`config.mk`:
```
export PLATFORM = sky130hd
export DESIGN_NAME = line_sensor_ring_direction
export DESIGN_NICKNAME = d
export VERILOG_FILES = /design/src/rtl/lsrd_pkg.sv /design/src/rtl/line_sensor_ring_direction.sv /design/src/rtl/lsrd_front.sv /design/src/rtl/lsrd_queue.sv /design/src/rtl/lsrd_back.sv
export VERILOG_INCLUDE_DIRS = /design/src /design/src/rtl
export SDC_FILE = /design/constraint.sdc
export NUM_CORES = 2
export LEC_CHECK = 0
export ABC_AREA = 1
export BUFFER_PORTS_ARGS = -buffer_cell sky130_fd_sc_hd__buf_4
export CORE_ASPECT_RATIO = 0.7
export CORE_MARGIN = 2
export CORE_UTILIZATION = 63
export CTS_CLUSTER_DIAMETER = 60
export DETAILED_ROUTE_END_ITERATION = 10
export GPL_ROUTABILITY_DRIVEN = 0
export PLACE_DENSITY = 0.8
export SKIP_LAST_GASP = 1
export SLEW_MARGIN = 25
export SYNTH_ARGS = -nofsm -noshare
export SYNTH_HDL_FRONTEND = slang
export SYNTH_HIERARCHICAL = 1
export SYNTH_SLANG_ARGS = --single-unit
```
`constraint.sdc`:
```
create_clock -name clk -period 8.29 [get_ports clk]
set_input_delay 0.4145 -clock clk [delete_from_list [all_inputs] [get_ports clk]]
set_output_delay 0.4145 -clock clk [all_outputs]
set_load 0.1 [all_outputs]
```
`src/rtl/line_sensor_ring_direction_defines.svh`:
```
// assertion macros for the line sensor ring direction rtl
`ifndef LINE_SENSOR_RING_DIRECTION_DEFINES_SVH
`define LINE_SENSOR_RING_DIRECTION_DEFINES_SVH

// same-cycle implication, checked on clk, disabled in reset
`define LSRD_ASSERT_IMP(lbl, ante, cons, msg) \
  lbl: assert property (@(posedge clk) disable iff (rst) (ante) |-> (cons)) else $error(msg);

// next-cycle implication, checked on clk, disabled in reset
`define LSRD_ASSERT_NXT(lbl, ante, cons, msg) \
  lbl: assert property (@(posedge clk) disable iff (rst) (ante) |=> (cons)) else $error(msg);

`endif

```
`src/rtl/lsrd_pkg.sv`:
```
// package with types, constants and tables of the line sensor ring direction block
package lsrd_pkg;

  localparam int INNER_SENSORS_DEF = 24;
  localparam int FRAME_BYTES_DEF   = 6;
  localparam int NUM_SENSORS       = 30;
  localparam int BYTE_W            = 8;
  localparam int BITS_PER_BYTE     = 5;
  localparam logic [BYTE_W-1:0] START_CODE = 8'h1F;
  localparam logic [NUM_SENSORS-1:0] MASK_RESET = 30'h0802001;

  localparam int SUM_W    = 20;
  localparam int XY_W     = 32;
  localparam int Z_W      = 24;
  localparam int SQ_W     = 40;
  localparam int ROOT_STEPS   = 20;
  localparam int DIV_STEPS    = 20;
  localparam int CORDIC_STEPS = 16;
  localparam int STEP_W       = 5;
  localparam int CNT_W        = 5;
  localparam int DIR_W        = 13;
  localparam int STR_W        = 13;
  localparam int DIVISOR_W    = 7;
  localparam int QUEUE_DEPTH  = 2;

  localparam logic signed [Z_W-1:0] HALF_TURN = 24'sd737280;
  localparam int DIR_MAX      = 2880;
  localparam int STRENGTH_MAX = 4096;

  typedef enum logic {FR_HUNT, FR_COLLECT} front_state_t;

  typedef enum logic [3:0] {
    BK_IDLE, BK_SUM, BK_CORDIC_INIT, BK_CORDIC, BK_SQ_X, BK_SQ_Y,
    BK_ROOT, BK_DIV, BK_OUT
  } back_state_t;

  // round(16384*sin(d)) for d = 0..90
  localparam logic [14:0] SIN_Q14 [0:90] = '{
    15'd0, 15'd286, 15'd572, 15'd857, 15'd1143, 15'd1428, 15'd1713, 15'd1997,
    15'd2280, 15'd2563, 15'd2845, 15'd3126, 15'd3406, 15'd3686, 15'd3964,
    15'd4240, 15'd4516, 15'd4790, 15'd5063, 15'd5334, 15'd5604, 15'd5872,
    15'd6138, 15'd6402, 15'd6664, 15'd6924, 15'd7182, 15'd7438, 15'd7692,
    15'd7943, 15'd8192, 15'd8438, 15'd8682, 15'd8923, 15'd9162, 15'd9397,
    15'd9630, 15'd9860, 15'd10087, 15'd10311, 15'd10531, 15'd10749, 15'd10963,
    15'd11174, 15'd11381, 15'd11585, 15'd11786, 15'd11982, 15'd12176,
    15'd12365, 15'd12551, 15'd12733, 15'd12911, 15'd13085, 15'd13255,
    15'd13421, 15'd13583, 15'd13741, 15'd13894, 15'd14044, 15'd14189,
    15'd14330, 15'd14466, 15'd14598, 15'd14726, 15'd14849, 15'd14968,
    15'd15082, 15'd15191, 15'd15296, 15'd15396, 15'd15491, 15'd15582,
    15'd15668, 15'd15749, 15'd15826, 15'd15897, 15'd15964, 15'd16026,
    15'd16083, 15'd16135, 15'd16182, 15'd16225, 15'd16262, 15'd16294,
    15'd16322, 15'd16344, 15'd16362, 15'd16374, 15'd16382, 15'd16384
  };

  // round(4096*atan(2^-i)) in degrees
  localparam logic [17:0] ATAN_TAB [0:15] = '{
    18'd184320, 18'd108810, 18'd57492, 18'd29184, 18'd14649, 18'd7331,
    18'd3667, 18'd1833, 18'd917, 18'd458, 18'd229, 18'd115, 18'd57, 18'd29,
    18'd14, 18'd7
  };

  // sine in Q1.14 of an integer angle 0..449 degrees
  function automatic logic signed [15:0] sin_deg(input logic [8:0] d);
    logic [8:0] dm;
    logic [8:0] k;
    logic       neg;
    begin
      dm  = (d >= 9'd360) ? d - 9'd360 : d;
      neg = 1'b0;
      if (dm <= 9'd90) begin
        k = dm;
      end else if (dm <= 9'd180) begin
        k = 9'd180 - dm;
      end else if (dm <= 9'd270) begin
        k = dm - 9'd180; neg = 1'b1;
      end else begin
        k = 9'd360 - dm; neg = 1'b1;
      end
      sin_deg = neg ? -$signed({1'b0, SIN_Q14[k[6:0]]}) : $signed({1'b0, SIN_Q14[k[6:0]]});
    end
  endfunction

endpackage

```
`src/rtl/line_sensor_ring_direction.sv`:
```
// top level of the line sensor ring direction block
// Takes serial bytes one per beat, hunts for the start code 0x1F and gathers
// FRAME_BYTES data bytes of five sensor bits each. A finished frame goes into
// a two-entry queue, so byte intake continues while the vector unit works.
// The vector unit masks the flags, sums the inner sensor unit vectors one
// sensor per cycle, runs a 16-step cordic for the angle, squares and takes a
// 20-step integer root, then a 20-step divide for the mean length, but a
// frame with no active sensor or a zero sum skips to the output. Bytes are
// taken every cycle unless both queue entries are full. A result stays on
// the output until taken while the next frame is already being worked on.
module line_sensor_ring_direction import lsrd_pkg::*; #(
  parameter int INNER_SENSORS = INNER_SENSORS_DEF,
  parameter int FRAME_BYTES   = FRAME_BYTES_DEF
) (
  input  logic                   clk,
  input  logic                   rst,
  input  logic                   s_tvalid,
  output logic                   s_tready,
  input  logic [7:0]             s_tdata,   // rx_byte
  output logic                   m_tvalid,
  input  logic                   m_tready,
  output logic [63:0]            m_tdata,   // direction, strength, active_count, sensor_flags
  output logic                   m_tuser,   // line_seen
  input  logic                   cfg_valid,
  output logic                   cfg_ready,
  input  logic [NUM_SENSORS-1:0] cfg_data   // disabled_sensor_mask
);

  logic [NUM_SENSORS-1:0] mask;
  logic                   push_valid, push_ready;
  logic [NUM_SENSORS-1:0] push_flags;
  logic                   q_valid, q_pop;
  logic [NUM_SENSORS-1:0] q_flags;

  // mask register
  assign cfg_ready = 1'b1;
  always_ff @(posedge clk) begin
    if (rst) mask <= MASK_RESET;
    else if (cfg_valid && cfg_ready) mask <= cfg_data;
  end

  lsrd_front #(.FRAME_BYTES(FRAME_BYTES)) u_front (
    .clk, .rst,
    .byte_valid(s_tvalid), .byte_ready(s_tready), .byte_data(s_tdata),
    .push_valid, .push_ready, .push_flags
  );

  lsrd_queue u_queue (
    .clk, .rst,
    .push_valid, .push_ready, .push_flags,
    .pop_valid(q_valid), .pop(q_pop), .pop_flags(q_flags)
  );

  lsrd_back #(.INNER_SENSORS(INNER_SENSORS)) u_back (
    .clk, .rst,
    .q_valid, .q_pop, .q_flags, .mask,
    .m_tvalid, .m_tready, .m_tdata, .m_tuser
  );

endmodule

```
`src/rtl/lsrd_front.sv`:
```
// frame hunter: finds the start code and gathers the sensor bits of one frame
module lsrd_front import lsrd_pkg::*; #(
  parameter int FRAME_BYTES = FRAME_BYTES_DEF
) (
  input  logic                   clk,
  input  logic                   rst,
  input  logic                   byte_valid,
  output logic                   byte_ready,
  input  logic [BYTE_W-1:0]      byte_data,
  output logic                   push_valid,
  input  logic                   push_ready,
  output logic [NUM_SENSORS-1:0] push_flags
);

  front_state_t           state, state_next;
  logic [2:0]             pos, pos_next;
  logic [NUM_SENSORS-1:0] gathered, gathered_next;
  logic [NUM_SENSORS-1:0] new_bits;
  logic                   accept;
  logic                   last_byte;

  assign byte_ready = push_ready;
  assign accept     = byte_valid && byte_ready;
  assign last_byte  = (pos == 3'(FRAME_BYTES - 1));

  // spread the five data bits to their sensor slots, msb first
  always_comb begin
    new_bits = '0;
    for (int p = 0; p < FRAME_BYTES; p++) begin
      for (int j = 0; j < BITS_PER_BYTE; j++) begin
        if (pos == 3'(p)) new_bits[p*BITS_PER_BYTE + j] = byte_data[BITS_PER_BYTE-1-j];
      end
    end
  end

  assign push_flags = gathered | new_bits;
  assign push_valid = accept && (state == FR_COLLECT) && last_byte;

  // hunt and collect sequencing
  always_comb begin
    state_next    = state;
    pos_next      = pos;
    gathered_next = gathered;
    if (accept) begin
      unique case (state)
        FR_HUNT: begin
          if (byte_data == START_CODE) begin
            state_next    = FR_COLLECT;
            pos_next      = '0;
            gathered_next = '0;
          end
        end
        FR_COLLECT: begin
          gathered_next = push_flags;
          if (last_byte) begin
            state_next = FR_HUNT;
            pos_next   = '0;
          end else begin
            pos_next = pos + 3'd1;
          end
        end
        default: state_next = FR_HUNT;
      endcase
    end
  end

  // state registers
  always_ff @(posedge clk) begin
    if (rst) begin
      state    <= FR_HUNT;
      pos      <= '0;
      gathered <= '0;
    end else begin
      state    <= state_next;
      pos      <= pos_next;
      gathered <= gathered_next;
    end
  end

endmodule

```
`src/rtl/lsrd_queue.sv`:
```
// two-entry frame queue between the hunter and the vector unit
module lsrd_queue import lsrd_pkg::*; (
  input  logic                   clk,
  input  logic                   rst,
  input  logic                   push_valid,
  output logic                   push_ready,
  input  logic [NUM_SENSORS-1:0] push_flags,
  output logic                   pop_valid,
  input  logic                   pop,
  output logic [NUM_SENSORS-1:0] pop_flags
);

  localparam int PTR_W = $clog2(QUEUE_DEPTH);

  logic [NUM_SENSORS-1:0] entries [QUEUE_DEPTH];
  logic [PTR_W-1:0]       wr_ptr, rd_ptr;
  logic [PTR_W:0]         count;
  logic                   do_push, do_pop;

  assign push_ready = (count != (PTR_W+1)'(QUEUE_DEPTH));
  assign pop_valid  = (count != '0);
  assign pop_flags  = entries[rd_ptr];
  assign do_push    = push_valid && push_ready;
  assign do_pop     = pop && pop_valid;

  // entry storage
  always_ff @(posedge clk) begin
    if (do_push) entries[wr_ptr] <= push_flags;
  end

  // pointers and fill level
  always_ff @(posedge clk) begin
    if (rst) begin
      wr_ptr <= '0;
      rd_ptr <= '0;
      count  <= '0;
    end else begin
      if (do_push) wr_ptr <= wr_ptr + PTR_W'(1);
      if (do_pop)  rd_ptr <= rd_ptr + PTR_W'(1);
      count <= count + (PTR_W+1)'(do_push) - (PTR_W+1)'(do_pop);
    end
  end

endmodule

```
`src/rtl/lsrd_back.sv`:
```
// vector unit: sensor sum, cordic angle, root of the squared length, divide
module lsrd_back import lsrd_pkg::*; #(
  parameter int INNER_SENSORS = INNER_SENSORS_DEF
) (
  input  logic                    clk,
  input  logic                    rst,
  input  logic                    q_valid,
  output logic                    q_pop,
  input  logic [NUM_SENSORS-1:0]  q_flags,
  input  logic [NUM_SENSORS-1:0]  mask,
  output logic                    m_tvalid,
  input  logic                    m_tready,
  output logic [63:0]             m_tdata,  // direction, strength, active_count, sensor_flags
  output logic                    m_tuser   // line_seen
);

`include "line_sensor_ring_direction_defines.svh"

  localparam int DEG_STEP = 360 / INNER_SENSORS;
  localparam int DEG_REM  = 360 % INNER_SENSORS;

  back_state_t             state, state_next;
  logic [NUM_SENSORS-1:0]  flags;
  logic [4:0]              idx;
  logic [8:0]              deg;
  logic [5:0]              rem;
  logic signed [SUM_W-1:0] sx, sy;
  logic [CNT_W-1:0]        count;
  logic signed [XY_W-1:0]  x, y;
  logic signed [Z_W-1:0]   z;
  logic [STEP_W-1:0]       step;
  logic [SQ_W-1:0]         v, r, rbit;
  logic [DIVISOR_W:0]      drem;
  logic [ROOT_STEPS-1:0]   quo;
  logic signed [DIR_W-1:0] dir;
  logic [STR_W-1:0]        strength;

  // output registers
  logic                    out_line;
  logic signed [DIR_W-1:0] out_dir;
  logic [STR_W-1:0]        out_strength;
  logic [CNT_W-1:0]        out_count;
  logic [NUM_SENSORS-1:0]  out_flags;

  // datapath helpers
  logic signed [15:0]      cos_v, sin_v;
  logic signed [XY_W-1:0]  dx, dy;
  logic signed [Z_W-1:0]   atan_v;
  logic signed [Z_W:0]     zt;
  logic signed [Z_W:0]     zsh;
  logic [SQ_W-1:0]         trial;
  logic [DIVISOR_W:0]      dshift;
  logic [DIVISOR_W-1:0]    divisor;
  logic                    out_free;

  assign cos_v   = sin_deg(deg + 9'd90);
  assign sin_v   = sin_deg(deg);
  assign dx      = y >>> step[3:0];
  assign dy      = x >>> step[3:0];
  assign atan_v  = $signed({{(Z_W-18){1'b0}}, ATAN_TAB[step[3:0]]});
  assign zt      = -$signed({z[Z_W-1], z}) + (Z_W+1)'(128);
  assign zsh     = zt >>> 8;
  assign trial   = r + rbit;
  assign divisor = {count, 2'b00};
  assign dshift  = {drem[DIVISOR_W-1:0], quo[ROOT_STEPS-1]};
  assign out_free = !m_tvalid || m_tready;
  assign q_pop   = (state == BK_IDLE) && q_valid;

  // next state
  always_comb begin
    state_next = state;
    unique case (state)
      BK_IDLE:        if (q_valid) state_next = BK_SUM;
      BK_SUM: begin
        if (idx == 5'(INNER_SENSORS - 1)) state_next = BK_CORDIC_INIT;
      end
      BK_CORDIC_INIT: begin
        if (count == '0 || (sx == '0 && sy == '0)) state_next = BK_OUT;
        else state_next = BK_CORDIC;
      end
      BK_CORDIC:      if (step == STEP_W'(CORDIC_STEPS - 1)) state_next = BK_SQ_X;
      BK_SQ_X:        state_next = BK_SQ_Y;
      BK_SQ_Y:        state_next = BK_ROOT;
      BK_ROOT:        if (rbit[0]) state_next = BK_DIV;
      BK_DIV:         if (step == STEP_W'(DIV_STEPS - 1)) state_next = BK_OUT;
      BK_OUT: begin
        if (out_free && step != STEP_W'(DIV_STEPS)) state_next = BK_IDLE;
      end
      default:        state_next = BK_IDLE;
    endcase
  end

  // state register
  always_ff @(posedge clk) begin
    if (rst) state <= BK_IDLE;
    else     state <= state_next;
  end

  // datapath
  always_ff @(posedge clk) begin
    case (state)
      BK_IDLE: begin
        flags <= q_flags & ~mask;
        idx   <= '0;
        deg   <= '0;
        rem   <= '0;
        sx    <= '0;
        sy    <= '0;
        count <= '0;
      end
      BK_SUM: begin
        if (flags[idx]) begin
          sx    <= sx + SUM_W'(cos_v);
          sy    <= sy + SUM_W'(sin_v);
          count <= count + CNT_W'(1);
        end
        idx <= idx + 5'd1;
        if (rem + 6'(DEG_REM) >= 6'(INNER_SENSORS)) begin
          rem <= rem + 6'(DEG_REM) - 6'(INNER_SENSORS);
          deg <= deg + 9'(DEG_STEP) + 9'd1;
        end else begin
          rem <= rem + 6'(DEG_REM);
          deg <= deg + 9'(DEG_STEP);
        end
      end
      BK_CORDIC_INIT: begin
        dir      <= '0;
        strength <= '0;
        step     <= '0;
        if (sx < 0) begin
          x <= -(XY_W'(sx) <<< 8);
          y <= -(XY_W'(sy) <<< 8);
          z <= (sy >= 0) ? HALF_TURN : -HALF_TURN;
        end else begin
          x <= XY_W'(sx) <<< 8;
          y <= XY_W'(sy) <<< 8;
          z <= '0;
        end
      end
      BK_CORDIC: begin
        if (y > 0) begin
          x <= x + dx; y <= y - dy; z <= z + atan_v;
        end else begin
          x <= x - dx; y <= y + dy; z <= z - atan_v;
        end
        step <= step + STEP_W'(1);
      end
      BK_SQ_X: begin
        if (zsh > (Z_W+1)'(DIR_MAX))       dir <= DIR_W'(DIR_MAX);
        else if (zsh < -(Z_W+1)'(DIR_MAX)) dir <= -DIR_W'(DIR_MAX);
        else                               dir <= zsh[DIR_W-1:0];
        v <= SQ_W'(sx) * SQ_W'(sx);
      end
      BK_SQ_Y: begin
        v    <= v + SQ_W'(SQ_W'(sy) * SQ_W'(sy));
        r    <= '0;
        rbit <= SQ_W'(1) << (2*ROOT_STEPS - 2);
      end
      BK_ROOT: begin
        if (v >= trial) begin
          v <= v - trial;
          r <= (r >> 1) + rbit;
        end else begin
          r <= r >> 1;
        end
        rbit <= rbit >> 2;
        step <= '0;
        drem <= '0;
        if (rbit[0]) begin
          // last root step, seed the divider with the final root
          quo <= (v >= trial) ? ROOT_STEPS'((r >> 1) + rbit) : ROOT_STEPS'(r >> 1);
        end
      end
      BK_DIV: begin
        if (dshift >= {1'b0, divisor}) begin
          drem <= dshift - {1'b0, divisor};
          quo  <= {quo[ROOT_STEPS-2:0], 1'b1};
        end else begin
          drem <= dshift;
          quo  <= {quo[ROOT_STEPS-2:0], 1'b0};
        end
        step <= step + STEP_W'(1);
      end
      BK_OUT: begin
        if (state == BK_OUT && step == STEP_W'(DIV_STEPS)) begin
          strength <= (quo > ROOT_STEPS'(STRENGTH_MAX)) ? STR_W'(STRENGTH_MAX)
                                                        : quo[STR_W-1:0];
          step     <= '0;
        end
      end
      default: ;
    endcase
  end

  // result register, holds until the sink takes it
  always_ff @(posedge clk) begin
    if (rst) begin
      m_tvalid <= 1'b0;
    end else if (state == BK_OUT && out_free && step != STEP_W'(DIV_STEPS)) begin
      m_tvalid <= 1'b1;
    end else if (m_tready) begin
      m_tvalid <= 1'b0;
    end
  end

  always_ff @(posedge clk) begin
    if (state == BK_OUT && out_free && step != STEP_W'(DIV_STEPS)) begin
      out_line     <= (count != '0);
      out_dir      <= dir;
      out_strength <= strength;
      out_count    <= count;
      out_flags    <= flags;
    end
  end

  assign m_tuser = out_line;
  assign m_tdata = {3'b000, out_flags, out_count, out_strength, out_dir};

  `LSRD_ASSERT_IMP(a_div_nonzero, state == BK_DIV, count != '0, "divide with no active sensor")
  `LSRD_ASSERT_NXT(a_pop_starts_sum, q_pop, state == BK_SUM, "popped frame not summed")
  `LSRD_ASSERT_IMP(a_no_line_zero, m_tvalid && !m_tuser,
    out_dir == '0 && out_strength == '0 && out_count == '0, "empty frame with nonzero result")

endmodule
```
==> out/results.tsv <==
stage	metric	value	unit
global_route	first-pass GRT wire length	326	mm
timing	maximum clock frequency	125	MHz
logic_synthesis	register area share after synthesis	0.214	
hold_path	Worst Hold Class	in2reg	
timing	worst setup margin	0.272	ns
cells_and_area	fin area	76500	um^2
placed_design	placed instance area	73900	um^2
logic_synthesis	Post-synth EDFFs	460	
placed_design	Inst Count DP	10500	
cts	Clock Tree Root	clkbuf_16	
worst_setup_path	Arr. time, crit path	8.43	ns
placed_design	DP HPWL	163	mm
timing	setup violators final	0	
worst_setup_path	CP startpoint kind	flip-flop	
cells_and_area	flip-flop and latch area	15300	um^2
worst_setup_path	CP max stage cell	fa_1	
routing	drt total wl	204	mm
worst_setup_path	delay-heaviest family, CP	adder cells	
floorplanning	core area	113000	um^2
routing	1st-pass router iterations	10	
routing	via count	62400	
run_status	status	finished, final reports clean	
logic_synthesis	top cells by area, synth	fa_1 23%, edfxtp_1 19%, nand2_1 10%	
cells_and_area	layout cells sized above 1	0.0704	
global_route	total grt overflow	0	
cts	H-tree levels	2	
routing	vias per cell	5.85	
logic_synthesis	asr flop ratio synth	0	
cells_and_area	nets@finish	10500	
cts	clk slew on worst S/H paths	0.07	ns
power_and_ir_drop	switching power	1630	uW
cts	clk_lat worst skew	0.69	ns
global_route	Total GRT Usage	0.353	
floorplanning	Boundary Pins	111	
logic_synthesis	Synth cell types	76	
cells_and_area	area grow syn2layout	7.01	%
worst_setup_path	Crit Path Class	reg2reg	
logic_synthesis	Mapped Area	71500	um^2
worst_setup_path	crit end category	flip-flop	
routing	number of DRC markers in iteration 0	7662	
logic_synthesis	leading area contributor after synthesis	fa_1	
power_and_ir_drop	VDD IR max	0.162	mV
cells_and_area	Filler cells	8878	
timing	Slew Limit Headroom	0.245	
floorplanning	Die Ht	286	um
timing	Slew Viols, Final	0	
logic_synthesis	top-area cell type share of the netlist area	0.233	
power_and_ir_drop	power per cell area	82.5	nW/um^2
run	max cap viols	0	
global_route	number of global-route vias before repair	60700	
cts	CTS tree	done	
timing	setup TNS	0	ns
routing	Final ANT Viol Nets	0	
cells_and_area	Finished Layout Cells	10700	
floorplanning	die area	116000	um^2
logic_synthesis	Yosys reg bits	534	
logic_synthesis	Most used DFF post-synth	edfxtp_1	
placed_design	# port buffers	106	
routing	# DRC	0	
power_and_ir_drop	Internal	4690	uW
power_and_ir_drop	Pleak	0.0388	uW
timing	RSZ-0062 raised after global routing	true	
power_and_ir_drop	Clock power frac	0.459	
power_and_ir_drop	Reg power frac	0.463	
cts	Num CTS Buffers	61	
timing	Worst-Margin Slew	1.13	ns
worst_setup_path	CP most frequent cell	fa_1	
floorplanning	Die Width	407	um
cts	clock buffer depth	3	
power_and_ir_drop	total power	6320	uW
worst_setup_path	Worst Path Required	8.71	ns
global_route	initial antenna violation count	6	
timing	Final period util	0.967	
worst_setup_path	crit path max fanout	16	
logic_synthesis	Post-Synthesis Cells	9022	
logic_synthesis	Synth warnings	6	
global_route	largest net degree at the start of global routing	83	
worst_setup_path	slowest stage delay, CP	0.57	ns
worst_setup_path	WP buf/inv	6	
timing	fin crit period	8.02	ns
power_and_ir_drop	Sw Share	0.258	
power_and_ir_drop	combinational fraction of design power	0.078	
logic_synthesis	post-synthesis area per instance	7.93	um^2
placed_design	pre-CTS worst setup slack	0.390	ns
timing	Hold Fails Final Rpt	0	
cells_and_area	Multi-input gate area	48000	um^2
floorplanning	initial core utilization	0.635	
cts	clock sinks	534	
routing	drt wl/cell	19.2	um
floorplanning	number of cell rows	103	
timing	clk_skew	0.0496	ns
-- flip-flops by register name, summed over array words and instances (netlist names), 32 cells and up, named ones only --
signal	cells
u_back/v	40
u_back/y	32
u_back/r	40
u_queue/entries	60
u_back/x	32
-- power groups by stage --
stage	Sequential, uW	Clock (uW)	Combinational [uW]
3_3_place_gp	2980	0	444
6_report	2920	2900	494
5_1_grt	2920	3040	536
4_1_cts	2920	2930	460
2_1_floorplan	2970	0	320
3_5_place_dp	2980	0	452
-- cells in the mapped netlist (all sizes together), types with 15 or more instances --
cell,n
nand2,1978
inv,1846
fa,831
nor2,629
o21ai,613
a21oi,549
ha,514
edfxtp,460
nand3,375
xor2,166
clkbuf,143
buf,139
xnor2,110
nor3,75
dfxtp,74
nand4,58
o211ai,56
mux2i,43
o21a,42
o21bai,39
or2,39
a31oi,38
mux2,30
nor4,29
o22ai,24
a21boi,15
o31ai,15
-- metal layers --
layer | vias up | part of all wire | track usage | routed length, um
met3 | 485 | 0.15 | 0.116 | 30100
met5 | - | 0.00011 | 0 | 23
met1 | 29400 | 0.41 | 0.510 | 83300
li1 | 28700 | - | - | -
met2 | 3770 | 0.41 | 0.503 | 83600
met4 | 4 | 0.036 | 0.111 | 7390
-- worst reg2reg max path, delay by kind of cell (launching register included) --
family	cells	cell delay, ns
adders and majority gates	8	3.96
AOI/OAI and AO/OA	10	1.70
and+or+nand+nor	7	0.83
buffers and inverters	6	0.74
DFF	1	0.52
-- cell type report --
cell class	count	share of cell area
Multi-Input combinational cell	6358	0.628
Sequential cell	534	0.200
Inverter	1851	0.0910
Timing Repair Buffer	281	0.0281
Tap cell	1522	0.0249
Clock buffer	68	0.0206
Clock inverter	48	0.00757
Antenna cell	1	0.0000327
-- cells in the final DEF, fill, tap and decap left out, types with 14 or more instances in the layout --
master     netlist  final
a21boi_0        15     14
a21oi_1        542    541
a31oi_1         38     38
buf_4           18    273
clkbuf_16        0     62
dfxtp_1         74     73
edfxtp_1       460    460
fa_1           831    830
ha_1           514    511
inv_1         1811   1808
inv_2           30     32
mux2_4          30     30
mux2i_1         43     43
nand2_1       1917   1915
nand2_2         46     47
nand2_4         14     16
nand3_1        360    358
nand3_2         12     14
nand4_1         57     57
nor2_1         601    591
nor2_2          20     26
nor3_1          73     71
nor4_1          29     28
o211ai_1        55     55
o21a_1          42     42
o21ai_0        578    569
o21ai_1         30     36
o21bai_1        33     33
o22ai_1         24     24
o31ai_1         15     14
or2_2           36     36
xnor2_1        110    110
xor2_1         166    166
-- path summary, 6_finish.rpt --
kind / start / end / slack (ns) / depth (start not counted)
worst min-delay path: cfg_data[3] / mask[3] / 0.03 / 5
worst max-delay path: u_back/sy[8] / u_back/v[36] / 0.27 / 31
worst max register to register: u_back/sy[8] / u_back/v[36] / 0.27 / 31
worst min register to register: u_back/dir[7] / u_back/out_dir[7] / 0.42 / 0
-- logic make-up (layout without fill, tap and decap cells) --
logic type / after synthesis / in the layout / synth area share
AOI/OAI and AO/OA: 1452 / 1452 / 0.113
xor gates and xnor gates: 276 / 276 / 0.0338
adders and majority gates: 1345 / 1345 / 0.323
buffers and inverters: 2133 / 2248 / 0.116
DFF: 534 / 534 / 0.214
muxes: 73 / 73 / 0.0123
other: 2 / 5 / 0.000105
and+or+nand+nor: 3207 / 3208 / 0.188
-- through the flow --
step                hold slack (ns)   util
finish                       0.0289  0.679
global route                 0.0418  0.679
CTS                         0.00192  0.675
detailed placement            0.405  0.656
global placement              0.404  0.656
floorplan                     0.400      -
-- what timing repair did --
item | CTS | global route
resized for setup | 0 | 25
hold buffers | 3 | 0
endpoints found under the setup margin | 0 | 16
setup buffers | 0 | 45
endpoints found under the hold margin | 3 | 0
Power figures use the tool's default switching activity.
